===== src/rtl/lfu_cache_policy_unit_macros.svh =====
// ----------------------------------------------------------------------------
// lfu cache policy unit assertion macros
// shared concurrent assertion forms used by the rtl
// ----------------------------------------------------------------------------
`ifndef LFU_CACHE_POLICY_UNIT_MACROS_SVH
`define LFU_CACHE_POLICY_UNIT_MACROS_SVH

// condition must hold at every clock edge outside reset
`define LFU_ASSERT_ALWAYS(label, clk, rst_n, cond) \
    label: assert property (@(posedge clk) disable iff (!rst_n) (cond)) \
        else $error("lfu_cache_policy_unit: invariant violated");

// consequent must hold in the same cycle as the antecedent
`define LFU_ASSERT_IMPLY(label, clk, rst_n, ante, cons) \
    label: assert property (@(posedge clk) disable iff (!rst_n) (ante) |-> (cons)) \
        else $error("lfu_cache_policy_unit: implication violated");

`endif


===== src/rtl/lfu_pkg.sv =====
// ----------------------------------------------------------------------------
// lfu_pkg
// shared types and constants of the lfu cache policy unit
// ----------------------------------------------------------------------------
`timescale 1ns / 1ps

package lfu_pkg;

    localparam int ENTRIES_DEF    = 16;
    localparam int COUNT_BITS_DEF = 16;

    localparam int DATA_W     = 32;
    localparam int CAP_W      = 5;
    localparam int APB_DATA_W = 32;
    localparam int APB_ADDR_W = 3;
    localparam int REG_IDX_W  = APB_ADDR_W - 2;

    localparam logic [CAP_W-1:0]     CAP_RESET    = 5'd16;
    localparam logic [REG_IDX_W-1:0] REG_CAPACITY = 1'b0;

    localparam logic MODE_GET = 1'b0;
    localparam logic MODE_PUT = 1'b1;

    typedef enum logic [2:0] {
        ST_IDLE,
        ST_SCAN,
        ST_SCAN_WAIT,
        ST_DECIDE,
        ST_TOUCH,
        ST_TOUCH_WAIT,
        ST_COMMIT,
        ST_RESP
    } lfu_state_t;

    typedef struct packed {
        logic load;
        logic scan_rd;
        logic touch_rd;
        logic decide;
        logic commit;
    } lfu_cmd_t;

    typedef struct packed {
        logic last_addr;
        logic act;
        logic need_touch;
    } lfu_sts_t;

endpackage


===== src/rtl/lfu_ctrl.sv =====
// ----------------------------------------------------------------------------
// lfu_ctrl
// request sequencer: scan, decide, recency sweep, commit, respond
// ----------------------------------------------------------------------------
`timescale 1ns / 1ps

module lfu_ctrl
    import lfu_pkg::*;
(
    input  logic     clk,
    input  logic     rst_n,
    input  logic     start,
    input  lfu_sts_t sts,
    output lfu_cmd_t cmd,
    output logic     busy,
    output logic     done
);

    lfu_state_t state_reg;
    lfu_state_t state_next;

    always_ff @(posedge clk or negedge rst_n)
    begin
        if (!rst_n)
        begin
            state_reg <= ST_IDLE;
        end
        else
        begin
            state_reg <= state_next;
        end
    end

    always_comb
    begin
        state_next = state_reg;
        unique case (state_reg)
            ST_IDLE:
            begin
                if (start)
                begin
                    state_next = ST_SCAN;
                end
            end
            ST_SCAN:
            begin
                if (sts.last_addr)
                begin
                    state_next = ST_SCAN_WAIT;
                end
            end
            ST_SCAN_WAIT:
            begin
                state_next = ST_DECIDE;
            end
            ST_DECIDE:
            begin
                if (!sts.act)
                begin
                    state_next = ST_RESP;
                end
                else if (sts.need_touch)
                begin
                    state_next = ST_TOUCH;
                end
                else
                begin
                    state_next = ST_COMMIT;
                end
            end
            ST_TOUCH:
            begin
                if (sts.last_addr)
                begin
                    state_next = ST_TOUCH_WAIT;
                end
            end
            ST_TOUCH_WAIT:
            begin
                state_next = ST_COMMIT;
            end
            ST_COMMIT:
            begin
                state_next = ST_RESP;
            end
            ST_RESP:
            begin
                state_next = ST_IDLE;
            end
            default:
            begin
                state_next = ST_IDLE;
            end
        endcase
    end

    always_comb
    begin
        cmd  = '0;
        busy = 1'b1;
        done = 1'b0;
        unique case (state_reg)
            ST_IDLE:
            begin
                busy     = 1'b0;
                cmd.load = start;
            end
            ST_SCAN:
            begin
                cmd.scan_rd = 1'b1;
            end
            ST_DECIDE:
            begin
                cmd.decide = 1'b1;
            end
            ST_TOUCH:
            begin
                cmd.touch_rd = 1'b1;
            end
            ST_COMMIT:
            begin
                cmd.commit = 1'b1;
            end
            ST_RESP:
            begin
                done = 1'b1;
            end
            default:
            begin
                cmd = '0;
            end
        endcase
    end

endmodule


===== src/rtl/lfu_dp.sv =====
// ----------------------------------------------------------------------------
// lfu_dp
// entry store, scan trackers, replacement decision and recency update
// ----------------------------------------------------------------------------
`timescale 1ns / 1ps

`include "lfu_cache_policy_unit_macros.svh"

module lfu_dp
    import lfu_pkg::*;
#(
    parameter int ENTRIES    = ENTRIES_DEF,
    parameter int COUNT_BITS = COUNT_BITS_DEF
)
(
    input  logic                     clk,
    input  logic                     rst_n,
    input  lfu_cmd_t                 cmd,
    output lfu_sts_t                 sts,
    input  logic [CAP_W-1:0]         capacity,
    input  logic                     req_mode,
    input  logic [DATA_W-1:0]        req_key,
    input  logic [DATA_W-1:0]        req_value,
    output logic                     hit,
    output logic signed [DATA_W-1:0] data
);

    localparam int IDX_W  = (ENTRIES > 1) ? $clog2(ENTRIES) : 1;
    localparam int FILL_W = $clog2(ENTRIES + 1);
    localparam int CMP_W  = (FILL_W > CAP_W) ? FILL_W : CAP_W;

    localparam logic [IDX_W-1:0]      LAST_IDX  = IDX_W'(ENTRIES - 1);
    localparam logic [COUNT_BITS-1:0] COUNT_MAX = '1;

    // entry store
    logic [DATA_W-1:0]     mem_key  [ENTRIES];
    logic [DATA_W-1:0]     mem_val  [ENTRIES];
    logic [COUNT_BITS-1:0] mem_cnt  [ENTRIES];
    logic [IDX_W-1:0]      mem_rank [ENTRIES];

    logic [ENTRIES-1:0] valid_reg;
    logic [FILL_W-1:0]  fill_reg;

    // request
    logic              req_mode_reg;
    logic [DATA_W-1:0] req_key_reg;
    logic [DATA_W-1:0] req_val_reg;

    // read port
    logic [IDX_W-1:0]      addr_reg;
    logic                  rd_en;
    logic                  rd_vld_reg;
    logic                  rd_touch_reg;
    logic [IDX_W-1:0]      rd_idx_reg;
    logic [DATA_W-1:0]     rd_key_reg;
    logic [DATA_W-1:0]     rd_val_reg;
    logic [COUNT_BITS-1:0] rd_cnt_reg;
    logic [IDX_W-1:0]      rd_rank_reg;
    logic                  rd_entry_valid;

    // scan trackers
    logic                  found_reg;
    logic [IDX_W-1:0]      found_idx_reg;
    logic [DATA_W-1:0]     found_val_reg;
    logic [COUNT_BITS-1:0] found_cnt_reg;
    logic [IDX_W-1:0]      found_rank_reg;
    logic                  free_ok_reg;
    logic [IDX_W-1:0]      free_idx_reg;
    logic                  vict_ok_reg;
    logic [IDX_W-1:0]      vict_idx_reg;
    logic [COUNT_BITS-1:0] vict_cnt_reg;
    logic [IDX_W-1:0]      vict_rank_reg;

    logic scan_ret;
    logic take_found;
    logic take_vict;
    logic take_free;

    // decision
    logic [CMP_W-1:0]      cap_wide;
    logic [CMP_W-1:0]      cap_eff;
    logic                  dec_act;
    logic                  dec_fill_inc;
    logic [IDX_W-1:0]      dec_slot;
    logic [IDX_W-1:0]      dec_old_rank;
    logic [DATA_W-1:0]     dec_val;
    logic [COUNT_BITS-1:0] dec_cnt;
    logic [DATA_W-1:0]     dec_data;

    logic                  fill_inc_reg;
    logic [IDX_W-1:0]      slot_reg;
    logic [IDX_W-1:0]      old_rank_reg;
    logic [DATA_W-1:0]     wr_key_reg;
    logic [DATA_W-1:0]     wr_val_reg;
    logic [COUNT_BITS-1:0] wr_cnt_reg;
    logic                  hit_reg;
    logic [DATA_W-1:0]     data_reg;

    logic tw_en;

    assign rd_en          = cmd.scan_rd | cmd.touch_rd;
    assign rd_entry_valid = valid_reg[rd_idx_reg];

    always_ff @(posedge clk)
    begin
        if (cmd.load)
        begin
            req_mode_reg <= req_mode;
            req_key_reg  <= req_key;
            req_val_reg  <= req_value;
        end
    end

    always_ff @(posedge clk or negedge rst_n)
    begin
        if (!rst_n)
        begin
            addr_reg     <= '0;
            rd_vld_reg   <= 1'b0;
            rd_touch_reg <= 1'b0;
            rd_idx_reg   <= '0;
        end
        else
        begin
            if (cmd.load || cmd.decide)
            begin
                addr_reg <= '0;
            end
            else if (rd_en)
            begin
                addr_reg <= addr_reg + IDX_W'(1);
            end
            rd_vld_reg   <= rd_en;
            rd_touch_reg <= cmd.touch_rd;
            rd_idx_reg   <= addr_reg;
        end
    end

    always_ff @(posedge clk)
    begin
        if (rd_en)
        begin
            rd_key_reg  <= mem_key[addr_reg];
            rd_val_reg  <= mem_val[addr_reg];
            rd_cnt_reg  <= mem_cnt[addr_reg];
            rd_rank_reg <= mem_rank[addr_reg];
        end
    end

    // scan: first key match, first free slot, lowest count then oldest
    assign scan_ret   = rd_vld_reg && !rd_touch_reg;
    assign take_found = scan_ret && rd_entry_valid && !found_reg && (rd_key_reg == req_key_reg);
    assign take_vict  = scan_ret && rd_entry_valid &&
                        (!vict_ok_reg || (rd_cnt_reg < vict_cnt_reg) ||
                         ((rd_cnt_reg == vict_cnt_reg) && (rd_rank_reg > vict_rank_reg)));
    assign take_free  = scan_ret && !rd_entry_valid && !free_ok_reg;

    always_ff @(posedge clk or negedge rst_n)
    begin
        if (!rst_n)
        begin
            found_reg   <= 1'b0;
            free_ok_reg <= 1'b0;
            vict_ok_reg <= 1'b0;
        end
        else if (cmd.load)
        begin
            found_reg   <= 1'b0;
            free_ok_reg <= 1'b0;
            vict_ok_reg <= 1'b0;
        end
        else
        begin
            if (take_found)
            begin
                found_reg <= 1'b1;
            end
            if (take_free)
            begin
                free_ok_reg <= 1'b1;
            end
            if (take_vict)
            begin
                vict_ok_reg <= 1'b1;
            end
        end
    end

    always_ff @(posedge clk)
    begin
        if (take_found)
        begin
            found_idx_reg  <= rd_idx_reg;
            found_val_reg  <= rd_val_reg;
            found_cnt_reg  <= rd_cnt_reg;
            found_rank_reg <= rd_rank_reg;
        end
        if (take_free)
        begin
            free_idx_reg <= rd_idx_reg;
        end
        if (take_vict)
        begin
            vict_idx_reg  <= rd_idx_reg;
            vict_cnt_reg  <= rd_cnt_reg;
            vict_rank_reg <= rd_rank_reg;
        end
    end

    // capacity above the store size is clamped
    assign cap_wide = CMP_W'(capacity);
    assign cap_eff  = (cap_wide > CMP_W'(ENTRIES)) ? CMP_W'(ENTRIES) : cap_wide;

    always_comb
    begin
        dec_act      = 1'b0;
        dec_fill_inc = 1'b0;
        dec_slot     = found_idx_reg;
        dec_old_rank = found_rank_reg;
        dec_val      = req_val_reg;
        dec_cnt      = COUNT_BITS'(1);
        dec_data     = '0;
        if (found_reg)
        begin
            dec_act = 1'b1;
            if (req_mode_reg == MODE_GET)
            begin
                dec_val  = found_val_reg;
                dec_data = found_val_reg;
            end
            if (found_cnt_reg == COUNT_MAX)
            begin
                dec_cnt = found_cnt_reg;
            end
            else
            begin
                dec_cnt = found_cnt_reg + COUNT_BITS'(1);
            end
        end
        else if (req_mode_reg == MODE_GET)
        begin
            dec_data = '1;
        end
        else if (capacity != '0)
        begin
            if ((CMP_W'(fill_reg) < cap_eff) && free_ok_reg)
            begin
                dec_act      = 1'b1;
                dec_fill_inc = 1'b1;
                dec_slot     = free_idx_reg;
                dec_old_rank = IDX_W'(fill_reg);
            end
            else if (vict_ok_reg)
            begin
                dec_act      = 1'b1;
                dec_slot     = vict_idx_reg;
                dec_old_rank = vict_rank_reg;
            end
        end
    end

    assign sts.last_addr  = (addr_reg == LAST_IDX);
    assign sts.act        = dec_act;
    assign sts.need_touch = (dec_old_rank != '0);

    always_ff @(posedge clk or negedge rst_n)
    begin
        if (!rst_n)
        begin
            fill_inc_reg <= 1'b0;
        end
        else if (cmd.decide)
        begin
            fill_inc_reg <= dec_fill_inc;
        end
    end

    always_ff @(posedge clk)
    begin
        if (cmd.decide)
        begin
            slot_reg     <= dec_slot;
            old_rank_reg <= dec_old_rank;
            wr_key_reg   <= req_key_reg;
            wr_val_reg   <= dec_val;
            wr_cnt_reg   <= dec_cnt;
            hit_reg      <= found_reg;
            data_reg     <= dec_data;
        end
    end

    // entries newer than the touched one age by one
    assign tw_en = rd_vld_reg && rd_touch_reg && rd_entry_valid &&
                   (rd_idx_reg != slot_reg) && (rd_rank_reg < old_rank_reg);

    always_ff @(posedge clk)
    begin
        if (cmd.commit)
        begin
            mem_key[slot_reg]  <= wr_key_reg;
            mem_val[slot_reg]  <= wr_val_reg;
            mem_cnt[slot_reg]  <= wr_cnt_reg;
            mem_rank[slot_reg] <= '0;
        end
        else if (tw_en)
        begin
            mem_rank[rd_idx_reg] <= rd_rank_reg + IDX_W'(1);
        end
    end

    always_ff @(posedge clk or negedge rst_n)
    begin
        if (!rst_n)
        begin
            valid_reg <= '0;
            fill_reg  <= '0;
        end
        else if (cmd.commit)
        begin
            valid_reg[slot_reg] <= 1'b1;
            if (fill_inc_reg)
            begin
                fill_reg <= fill_reg + FILL_W'(1);
            end
        end
    end

    assign hit  = hit_reg;
    assign data = $signed(data_reg);

    `LFU_ASSERT_ALWAYS(a_fill_matches_valid, clk, rst_n, $countones(valid_reg) == fill_reg)
    `LFU_ASSERT_ALWAYS(a_fill_bound, clk, rst_n, fill_reg <= ENTRIES)
    `LFU_ASSERT_IMPLY(a_insert_into_free, clk, rst_n, cmd.commit && fill_inc_reg, !valid_reg[slot_reg])
    `LFU_ASSERT_IMPLY(a_commit_port_free, clk, rst_n, cmd.commit, !rd_vld_reg)

endmodule


===== src/rtl/lfu_cache_policy_unit.sv =====
// ----------------------------------------------------------------------------
// lfu_cache_policy_unit
// key-value cache with least-frequently-used replacement, lru tie break
// ----------------------------------------------------------------------------
// A request is taken when start is high while busy is low. Every request
// scans the entry store one entry per cycle through its single read port;
// a get miss or a put with nothing to store then goes straight to the
// response, a hit or insert whose slot already holds the most recent rank
// (the first insert into an empty store among them) goes on to commit,
// others age the recency ranks in a second pass first. The result
// comes out as a single-cycle done pulse with hit and data; the receiver
// cannot stall it, so it must take the result in that cycle. Reset leaves
// every entry invalid at once; no clearing pass is needed. Write capacity
// over the apb port only while busy is low.
`timescale 1ns / 1ps

module lfu_cache_policy_unit
    import lfu_pkg::*;
#(
    parameter int ENTRIES    = ENTRIES_DEF,
    parameter int COUNT_BITS = COUNT_BITS_DEF
)
(
    input  logic                         clk,
    input  logic                         rst_n,
    input  logic                         psel,
    input  logic                         penable,
    input  logic                         pwrite,
    input  logic [APB_ADDR_W-1:0]        paddr,
    input  logic [APB_DATA_W-1:0]        pwdata,
    output logic [APB_DATA_W-1:0]        prdata,
    output logic                         pready,
    input  logic                         start,
    output logic                         busy,
    input  logic                         mode,
    input  logic signed [DATA_W-1:0]     key,
    input  logic signed [DATA_W-1:0]     value,
    output logic                         done,
    output logic                         hit,
    output logic signed [DATA_W-1:0]     data
);

    logic [CAP_W-1:0]     capacity_reg;
    logic [REG_IDX_W-1:0] reg_idx;
    logic                 cfg_wr;
    lfu_cmd_t             cmd;
    lfu_sts_t             sts;

    assign pready  = 1'b1;
    assign reg_idx = paddr[APB_ADDR_W-1:2];
    assign cfg_wr  = psel && penable && pwrite && pready;

    always_ff @(posedge clk or negedge rst_n)
    begin
        if (!rst_n)
        begin
            capacity_reg <= CAP_RESET;
        end
        else if (cfg_wr && (reg_idx == REG_CAPACITY))
        begin
            capacity_reg <= pwdata[CAP_W-1:0];
        end
    end

    always_comb
    begin
        prdata = '0;
        unique case (reg_idx)
            REG_CAPACITY:
            begin
                prdata = {{(APB_DATA_W - CAP_W){1'b0}}, capacity_reg};
            end
            default:
            begin
                prdata = '0;
            end
        endcase
    end

    lfu_ctrl u_ctrl (
        .clk   (clk),
        .rst_n (rst_n),
        .start (start),
        .sts   (sts),
        .cmd   (cmd),
        .busy  (busy),
        .done  (done)
    );

    lfu_dp #(
        .ENTRIES    (ENTRIES),
        .COUNT_BITS (COUNT_BITS)
    ) u_dp (
        .clk       (clk),
        .rst_n     (rst_n),
        .cmd       (cmd),
        .sts       (sts),
        .capacity  (capacity_reg),
        .req_mode  (mode),
        .req_key   ($unsigned(key)),
        .req_value ($unsigned(value)),
        .hit       (hit),
        .data      (data)
    );

endmodule


===== config.mk =====
export PLATFORM = sky130hd
export DESIGN_NAME = lfu_cache_policy_unit
export DESIGN_NICKNAME = d
export VERILOG_FILES = /design/src/rtl/lfu_pkg.sv /design/src/rtl/lfu_ctrl.sv /design/src/rtl/lfu_dp.sv /design/src/rtl/lfu_cache_policy_unit.sv
export VERILOG_INCLUDE_DIRS = /design/src /design/src/rtl
export SDC_FILE = /design/constraint.sdc
export NUM_CORES = 1
export LEC_CHECK = 0
export ABC_AREA = 1
export BUFFER_PORTS_ARGS = -buffer_cell sky130_fd_sc_hd__buf_2
export CAP_MARGIN = 20
export CORE_AREA = 2 2 479 481
export DETAILED_ROUTE_END_ITERATION = 6
export DIE_AREA = 0 0 481 483
export HOLD_SLACK_MARGIN = 0.15
export PLACE_DENSITY_LB_ADDON = 0.2
export SETUP_SLACK_MARGIN = 0.5
export SLEW_MARGIN = 20
export SYNTH_ARGS = -nofsm -noshare
export SYNTH_HDL_FRONTEND = slang
export SYNTH_HIERARCHICAL = 1
export SYNTH_SLANG_ARGS = --single-unit

===== constraint.sdc =====
create_clock -name clk -period 8.5 [get_ports clk]
set_clock_uncertainty 0.2 [all_clocks]
set_input_delay 0.425 -clock clk [delete_from_list [all_inputs] [get_ports clk]]
set_output_delay 0.425 -clock clk [all_outputs]
set_load 0.05 [all_outputs]

[Word-level counts from Yosys, hierarchy flattened]
Memories as Yosys holds them, arrays and structs flattened. A register that Yosys moved wholly into a read port is not among the register bits.
Index checks and enable logic that the tools add are counted.
Operators by class
  add/sub/neg operators: 4
  multipliers: 0
  divide/modulo/power cells: 0
  order comparisons: 8
  eq/ne operators: 15
  shift operators: 0
  muxes and demuxes: 60
  bitwise gates (word level): 3
  reductions and logical operators: 35
Operators with widths (number)
  two-way mux 32 bit: 5
  two-way mux 4 bit: 14
  equality test 32 bit: 1
  two-way mux 1 bit: 30
  case mux 3 bit (8 select lines): 1
  logical AND 1 bit: 17
  adder 16 x 1 -> 16 bit, second input constant: 1
  equality test 16 bit: 1
  equality test 16 bit, second input constant: 1
  less-than comparator 16 bit: 1
  two-way mux 16 bit: 1
  bitwise OR 16 bit: 1
  equality test 3 bit, second input constant: 4
  two-way mux 3 bit: 4
  less-than comparator 4 x 5 -> 1 bit, second input constant: 2
  two-way mux 5 bit: 2
  adder 4 x 1 -> 4 bit, second input constant: 2
  nonzero test 2 bit: 4
  equality test 3 x 2 -> 1 bit, second input constant: 2
  != test 2 bit, second input constant: 3
  adder 5 x 1 -> 5 bit, second input constant: 1
  > comparator 5 bit, second input constant: 1
  logical NOT 1 bit: 5
  less-than comparator 5 bit: 1
  other kinds (18): 20
Word-level totals
  register bits: 313
  bits in latches: 0
  RAM bits: 1344
  ROM bits: 0
  word-level logic and storage cells: 159
  memories kept: 4
Memory list
  u_dp.mem_key: depth 16, bits a word 32, rd ports 1, clocked after Yosys merged registers in 1, wr ports 1, RTL line lfu_dp.sv:36  | logic [DATA_W-1:0] mem_key [ENTRIES];
  u_dp.mem_val: depth 16, bits a word 32, rd ports 1, clocked after Yosys merged registers in 1, wr ports 1, RTL line lfu_dp.sv:37  | logic [DATA_W-1:0] mem_val [ENTRIES];
  u_dp.mem_cnt: depth 16, bits a word 16, rd ports 1, clocked after Yosys merged registers in 1, wr ports 1, RTL line lfu_dp.sv:38  | logic [COUNT_BITS-1:0] mem_cnt [ENTRIES];
  u_dp.mem_rank: depth 16, bits a word 4, rd ports 1, clocked after Yosys merged registers in 1, wr ports 1, RTL line lfu_dp.sv:39  | logic [IDX_W-1:0] mem_rank [ENTRIES];

[Depth between registers and ports, before layout]
Gate-level depths: netlist of run 1.
  depth in word-level cells: 12
  gate-level depth with buffers: 15
  depth with buffers taken out: 15

[Hierarchy]
Netlist of run 1, hierarchy kept.
By module, submodules not included
  lfu_dp: times used 1, cells an instance 4643, area each 67068.1 um^2, seq. area each 51864.7 um^2
  lfu_cache_policy_unit: times used 1, cells an instance 65, area each 478.0 um^2, seq. area each 126.4 um^2
  lfu_ctrl: times used 1, cells an instance 34, area each 216.5 um^2, seq. area each 75.1 um^2

[Worst setup path before layout of run 1]
OpenSTA, ideal clock, no wires.
  path kind: register to register
  start: register u_ctrl.state_reg[0]
  end: register u_dp.fill_inc_reg
  data arrival time: 6.138 ns
  setup slack: 1.776 ns
  cell stages (with the launch flop): 4
  buffers on the path: 0
  path through: dfrtp_1 nand2_1 nor2_1 o21ai_0
RTL lines
  from (decl): RTL line lfu_ctrl.sv:19  | lfu_state_t state_reg;
  from (signal assigned): RTL line lfu_ctrl.sv:30  | state_reg <= state_next;
  to (signal assigned): RTL line lfu_dp.sv:274  | fill_inc_reg <= dec_fill_inc;
  to (decl): RTL line lfu_dp.sv:90  | logic fill_inc_reg;

==> flow_metrics.py, run 1 <==
metrics = {
    "run": {
        "drv_cap": 0,
    },
    "floorplan": {
        "chipHeight_um": 483,
        "ios": 174,
        "core_area_um2": 226800,
        "std_cell_rows": 175,
        "initial_utilization_pct": 29.87,
        "die-area_um2": 232300,
        "fp.dieW_um": 481,
    },
    "hold_path": {
        "hold_class": "reg -> reg",
    },
    "logic_synthesis": {
        "number_of_warning_messages_in_the_yosys_log": 6,
        "synthesis.area_per_instance_um2": 14.29,
        "synth_area_um2": 67760,
        "yosys.cell_types.count": 48,
        "netlist_instances": 4742,
        "ys_seq_elements": 1741,
        "postSynth.asyncResetShare_pct": 2.470,
        "top_cell_type_s_share_of_synthesized_area_pct": 75.25,
        "yosysTopAreaCell": "edfxtp_1",
        "synth_edf_count": 1698,
        "synth-main-ff-cell": "edfxtp_1",
        "sequential_area_share_after_synthesis_pct": 76.84,
        "ys_top_cells_by_area": "edfxtp_1 75%, nor2_1 4.7%, o21ai_0 3.3%",
    },
    "sta": {
        "final.setup.tns_ns": 0,
        "max_freq_mhz": 246.7,
        "maxSlewViolCount": 0,
        "period_share_pct": 47.70,
        "worst_margin_pin_slew_ns": 1.130,
        "rsz0062_at_grt": "no",
        "finalSetupViolCount": 0,
        "report.final.hold_viol_count": 0,
        "min_period_ns": 4.054,
        "worst_slew_margin_rel_pct": 24.65,
    },
    "power": {
        "post-layout-total-power_w": 0.02505,
        "ir_drop_uv": 243.4,
        "power_per_cell_area_nw_per_um2": 317.8,
        "p_leak_nw": 25.91,
    },
    "global_route": {
        "globalRoute.totalOverflow": 0,
        "grt_start_max_net_pins": 209,
        "global_route_wire_length_before_repair_um": 264000,
        "number_of_antenna_violations_at_the_first_check_in_global_routing": 3,
        "grtUsageTotal_pct": 15.16,
        "first_global_vias": 39188,
    },
    "placed_design": {
        "dp_hpwl_um": 83550,
        "numPlacedInstances": 7648,
        "portBuffers": 116,
        "gpl.final_weighted_congestion": 0.7393,
    },
    "layout": {
        "flow.area_growth_from_synthesis_pct": 16.32,
        "nNetsFinal": 5107,
        "post_route_cells_drive_above_1_share_pct": 9.366,
        "number_of_fill_cells_in_the_layout": 22005,
        "final_cell_count_no_fill": 8124,
        "reg_top3": "u_dp/mem_key (512), u_dp/mem_val (512), u_dp/mem_cnt (256)",
    },
    "status": {
        "outcome": "finished clean",
    },
    "cts": {
        "clkLatencyLatePin_ns": 0.82,
        "root_driver": "clkbuf_16",
        "post_cts.resized_instances": 0,
        "htree_num_levels": 4,
        "cts_buffer_depth": 3,
        "clock_slew_seen_by_the_registers_of_the_worst_setup_and_hold_paths_ns": 0.06,
        "clock_sink_count": 1741,
        "tritoncts_clock_tree": "built",
        "cts_buffers": 180,
    },
    "setup_path": {
        "endpoint_kind": "flip-flop",
        "ff2ff_setup_slack_ns": 4.45,
        "r2r_start": "u_dp/addr_reg[0]",
        "worst_setup_path_endpoint": "u_dp/rd_key_reg[6]",
        "criticalPathCategory": "reg -> reg",
        "crit_start": "u_dp/addr_reg[0]",
        "startpoint_class_of_the_critical_path": "flip-flop",
        "worst_ep_required_time_ns": 8.85,
        "reg2reg_depth": 7,
        "cp.arrival_ns": 4.40,
        "crit-reg2reg-capture": "u_dp/rd_key_reg[6]",
        "path_max_fanout": 60,
    },
    "routing": {
        "detailroute.via_count": 39810,
        "totalWireLength_um": 179500,
        "viasPerCell": 4.900,
        "initialDrtViolationCount": 3267,
        "drtAntennaViolNets": 0,
        "first_pass_detailed_route_iteration_total": 7,
        "drcViolationCount": 0,
        "wl_per_cell_um": 22.10,
    },
}
synth_stat cells (all sizes together), types with 2 or more instances:
cell type	instances
a211oi	2
a21oi	26
a31oi	3
buf	127
clkbuf	182
clkinv	2
conb	2
dfrtp	42
edfxtp	1698
ha	31
inv	147
mux2i	135
nand2	386
nand3	185
nand3b	2
nand4	22
nor2	852
nor3	20
nor3b	4
nor4	5
o211ai	46
o21ai	443
o21bai	2
o221ai	135
o32ai	201
or2	8
xnor2	6
xor2	21
layout make-up:
class	instances	area (µm²)	area share (%)
antenna	1	2.502	0.003175
clock buffer	231	4717	5.985
clock inverter	95	960.9	1.219
inverter	149	580.6	0.7366
multi-input combinational	2569	14010	17.78
sequential	1741	52080	66.07
tap	3009	3765	4.776
timing repair buffer	329	2703	3.429
critical path, stage by stage, from the launching register on:
cell	delay (ns)
dfrtp_4	0.92
buf_4	0.56
buf_4	0.72
buf_4	0.67
mux2i_1	0.27
o221ai_1	0.12
o211ai_1	0.13
nand3_1	0.09
metrics by stage:
step	hold WS (ns)	setup WS, ns	instance area (µm²)	util [%]
floorplan	-0.07059	1.776	67860	-
global placement	0.2036	4.086	71630	31.58
detailed placement	0.2045	4.005	71630	31.58
CTS	0.2165	3.991	78800	34.74
global route	0.2189	4.149	78820	34.75
finish	0.2168	4.446	78820	34.75
where the power goes:
| part | leakage, nW | internal (W) | total (W) | switching, W |
|---|---|---|---|---|
| clock network | 2.75 | 0.00432 | 0.00770 | 0.00339 |
| registers | 16.0 | 0.0107 | 0.0114 | 0.000726 |
| logic | 7.17 | 0.00177 | 0.00594 | 0.00416 |
per-layer routing:
metal | wire length, µm | vias up | track usage (%)
met4 | 3057 | 0 | 3.226
met3 | 8188 | 228 | 2.242
met2 | 83430 | 949 | 24.39
met1 | 84840 | 20436 | 21.65
met5 | 0 | - | 0
li1 | - | 18197 | -
layout by cell type, fill, tap and decap left out, types with 22 or more instances in the layout:
| cell type | netlist | layout |
|---|---|---|
| o211ai_1 | 46 | 46 |
| clkbuf_1 | 182 | 50 |
| o21ai_0 | 441 | 441 |
| inv_1 | 141 | 138 |
| o221ai_1 | 135 | 135 |
| clkinv_1 | 2 | 46 |
| nand4_1 | 22 | 22 |
| nand2_1 | 376 | 376 |
| buf_2 | 79 | 116 |
| nand3_1 | 183 | 183 |
| a21oi_1 | 26 | 25 |
| edfxtp_1 | 1698 | 1698 |
| o32ai_1 | 201 | 201 |
| mux2i_1 | 135 | 135 |
| clkbuf_16 | 0 | 181 |
| dlygate4sd3_1 | 0 | 149 |
| nor2_1 | 849 | 824 |
| buf_4 | 33 | 52 |
| conb_1 | 2 | 28 |
| dfrtp_1 | 42 | 38 |
| ha_1 | 31 | 31 |
| nor2_4 | 2 | 23 |
cells by family after synthesis:
family / after synthesis / share of synthesized area, %
DFF: 1741 / 76.84
and+or+nand+nor: 1486 / 8.889
AOI/OAI and AO/OA: 861 / 8.444
buffers and inverters: 458 / 2.888
muxes: 136 / 2.011
adders and majority gates: 31 / 0.5724
xor gates and xnor gates: 27 / 0.3490
other: 2 / 0.01108
how the worst min path moves through the flow:
stage,cells after the start,slack [ns],from,end
final,0,0.22,u_dp/rd_val_reg[31],u_dp/found_val_reg[31]
after detailed placement,0,0.20,u_dp/rd_val_reg[31],u_dp/found_val_reg[31]
after floorplan,0,-0.07,rst_n,capacity_reg[0]
after CTS,0,0.22,u_dp/rd_val_reg[2],u_dp/found_val_reg[2]
after global placement,0,0.20,u_dp/rd_val_reg[5],u_dp/found_val_reg[5]
after global routing,0,0.22,u_dp/rd_val_reg[15],u_dp/found_val_reg[15]
repair_timing:
action                    CTS  global route
hold buffers              149             0
hold endpoints to repair  115             0
setup buffers               0             0
(Power assumes the default switching activity.)
==> run 2: changes to the inputs <==
==> constraint.sdc (replaced) <==
create_clock -name clk -period 3.8 [get_ports clk]
set_clock_uncertainty 0.2 [all_clocks]
set_input_delay 0.19 -clock clk [delete_from_list [all_inputs] [get_ports clk]]
set_output_delay 0.19 -clock clk [all_outputs]
set_load 0.05 [all_outputs]
==> run 2 against run 1 <==
Against the previous run:
- worst setup slack lost 3.7 ns
- via count grew 0.29%
- worst hold slack is essentially flat
- first-iteration DRC count shrank 0.24%
- sequential share of layout area shrank 1.0 points
- fmax grew 33%
- global-route usage shrank 0.20 points
- final area grew 1.6%
- clock power grew 120%
- sequential power grew 120%
- register-to-register slack lost 3.7 ns
- critical endpoint is now u_dp/found_val_reg[0]
==> flow_metrics.py, run 2 (synthesis gave the netlist of run 1 again) <==
metrics = {
    "global_route": {
        "globalRoute.totalOverflow": 0,
        "grtUsageTotal_pct": 14.96,
        "grt_start_max_net_pins": 127,
        "number_of_antenna_violations_at_the_first_check_in_global_routing": 2,
        "global_route_wire_length_before_repair_um": 263000,
        "first_global_vias": 38970,
    },
    "placed_design": {
        "dp_hpwl_um": 93500,
        "placedInstanceArea_um2": 72850,
        "numPlacedInstances": 7717,
        "gpl.final_weighted_congestion": 0.7530,
        "portBuffers": 116,
    },
    "setup_path": {
        "criticalPathCategory": "reg -> reg",
        "worstPathCellList": "xor2_1, nor3_1, nand4_1, nor2_1, nand3_1, nor2_4, buf_4",
        "path_max_fanout": 25,
        "startpoint_class_of_the_critical_path": "flip-flop",
        "timing.critical_path.buf_inv": 1,
        "crit_path_max_incr_delay_ns": 0.42,
        "critPathTopFamily": "simple AND/OR/NAND/NOR gates",
        "cp.arrival_ns": 3.27,
        "endpoint_kind": "flip-flop",
        "worst_ep_required_time_ns": 4.03,
        "crit_slowest_cell": "nor3_1",
    },
    "layout": {
        "nNetsFinal": 5187,
        "reg_top3": "u_dp/mem_key (512), u_dp/mem_val (512), u_dp/mem_cnt (256)",
        "final_cell_mix": "1698 x edfxtp_1, 828 x nor2_1, 441 x o21ai_0",
        "final_cell_count_no_fill": 8205,
        "layout.cells.most_common": "edfxtp_1",
        "post_route_cells_drive_above_1_share_pct": 10.72,
        "flow.area_growth_from_synthesis_pct": 18.14,
        "final_cell_area_um2": 80060,
    },
    "floorplan": {
        "die-area_um2": 232300,
        "ios": 174,
        "initial_utilization_pct": 29.87,
        "fp.dieW_um": 481,
        "chipHeight_um": 483,
        "core_area_um2": 226800,
        "std_cell_rows": 175,
    },
    "cts": {
        "cts_buffer_depth": 3,
        "post-cts-setup-buffers": 0,
        "htree_num_levels": 4,
        "post_cts.resized_instances": 0,
        "tritoncts_clock_tree": "built",
        "root_driver": "clkbuf_16",
        "clkLatencyLatePin_ns": 0.81,
        "clock_slew_seen_by_the_registers_of_the_worst_setup_and_hold_paths_ns": 0.06,
        "cts_buffers": 180,
        "clock_sink_count": 1741,
        "postCtsHoldBufs": 160,
    },
    "hold_path": {
        "hold_class": "reg -> reg",
    },
    "sta": {
        "report.final.hold_viol_count": 0,
        "worst_margin_pin_slew_ns": 0.9985,
        "max_freq_mhz": 328.2,
        "period_share_pct": 80.17,
        "worst_slew_margin_rel_pct": 33.43,
        "finalSetupViolCount": 0,
        "maxSlewViolCount": 0,
        "rsz0062_at_grt": "no",
        "min_period_ns": 3.047,
    },
    "routing": {
        "initialDrtViolationCount": 3259,
        "viasPerCell": 4.866,
        "drtAntennaViolNets": 0,
        "wl_per_cell_um": 21.61,
        "drcViolationCount": 0,
        "totalWireLength_um": 177300,
        "detailroute.via_count": 39925,
        "first_pass_detailed_route_iteration_total": 7,
    },
    "power": {
        "power_per_cell_area_nw_per_um2": 706.6,
        "ir_drop_uv": 483.1,
        "p_leak_nw": 26.47,
    },
    "status": {
        "outcome": "finished clean",
    },
    "run": {
        "drv_cap": 0,
    },
}
[run 2: final cells by class]
type,instances,area (µm²)
multi-input combinational,2569,14010
inverter,149,578.1
antenna,1,2.502
tap,3009,3765
fill,21906,146800
clock inverter,102,845.8
sequential,1741,52080
timing repair buffer,409,4036
clock buffer,225,4737
[run 2: path summary, 6_finish.rpt]
check / end / slack [ns] / depth (start not counted) / from
max in group asynchronous: u_dp/addr_reg[0] / 2.84 / 4 / rst_n
hold reg to reg: u_dp/found_val_reg[18] / 0.22 / 0 / u_dp/rd_val_reg[18]
min in group asynchronous: capacity_reg[4] / 0.29 / 3 / rst_n
setup reg to reg: u_dp/found_val_reg[0] / 0.75 / 7 / u_dp/req_key_reg[8]
setup / recovery: u_dp/found_val_reg[0] / 0.75 / 7 / u_dp/req_key_reg[8]
hold / removal: u_dp/found_val_reg[18] / 0.22 / 0 / u_dp/rd_val_reg[18]
[run 2: per-layer routing]
| metal | vias up | part of all wire, % | track usage (%) | wire (µm) |
|---|---|---|---|---|
| li1 | 18351 | - | - | - |
| met2 | 928 | 46 | 23.18 | 80720 |
| met4 | 0 | 1.7 | 3.271 | 3003 |
| met3 | 228 | 4.6 | 2.272 | 8148 |
| met1 | 20418 | 48 | 22.08 | 85450 |
| met5 | - | 0 | 0 | 0 |
[run 2: worst reg2reg max path, delay by kind of cell (launching register included)]
| family | cells | cell delay (ns) |
|---|---|---|
| XOR/XNOR | 1 | 0.20 |
| buffers and inverters | 1 | 0.42 |
| flip-flops | 1 | 0.41 |
| AND/OR/NAND/NOR | 5 | 1.42 |
[run 2: per-stage QoR]
stage	total power (W)	hold slack [ns]	setup TNS (ns)	util, %	setup slack [ns]
global placement	0.04003	0.1672	0	32.12	0.7032
finish	0.05657	0.2170	0	35.29	0.7534
detailed placement	0.04006	0.1681	0	32.12	0.6725
CTS	0.05738	0.2194	0	35.29	0.6674
global route	0.05962	0.2223	0	35.29	0.5506
floorplan	0.03459	-0.3056	-56.89	-	-0.4304
[run 2: power breakdown]
part	total, W	switching, W	internal [W]
registers	0.0254	0.00153	0.0239
clock network	0.0170	0.00742	0.00958
logic	0.0142	0.00958	0.00457
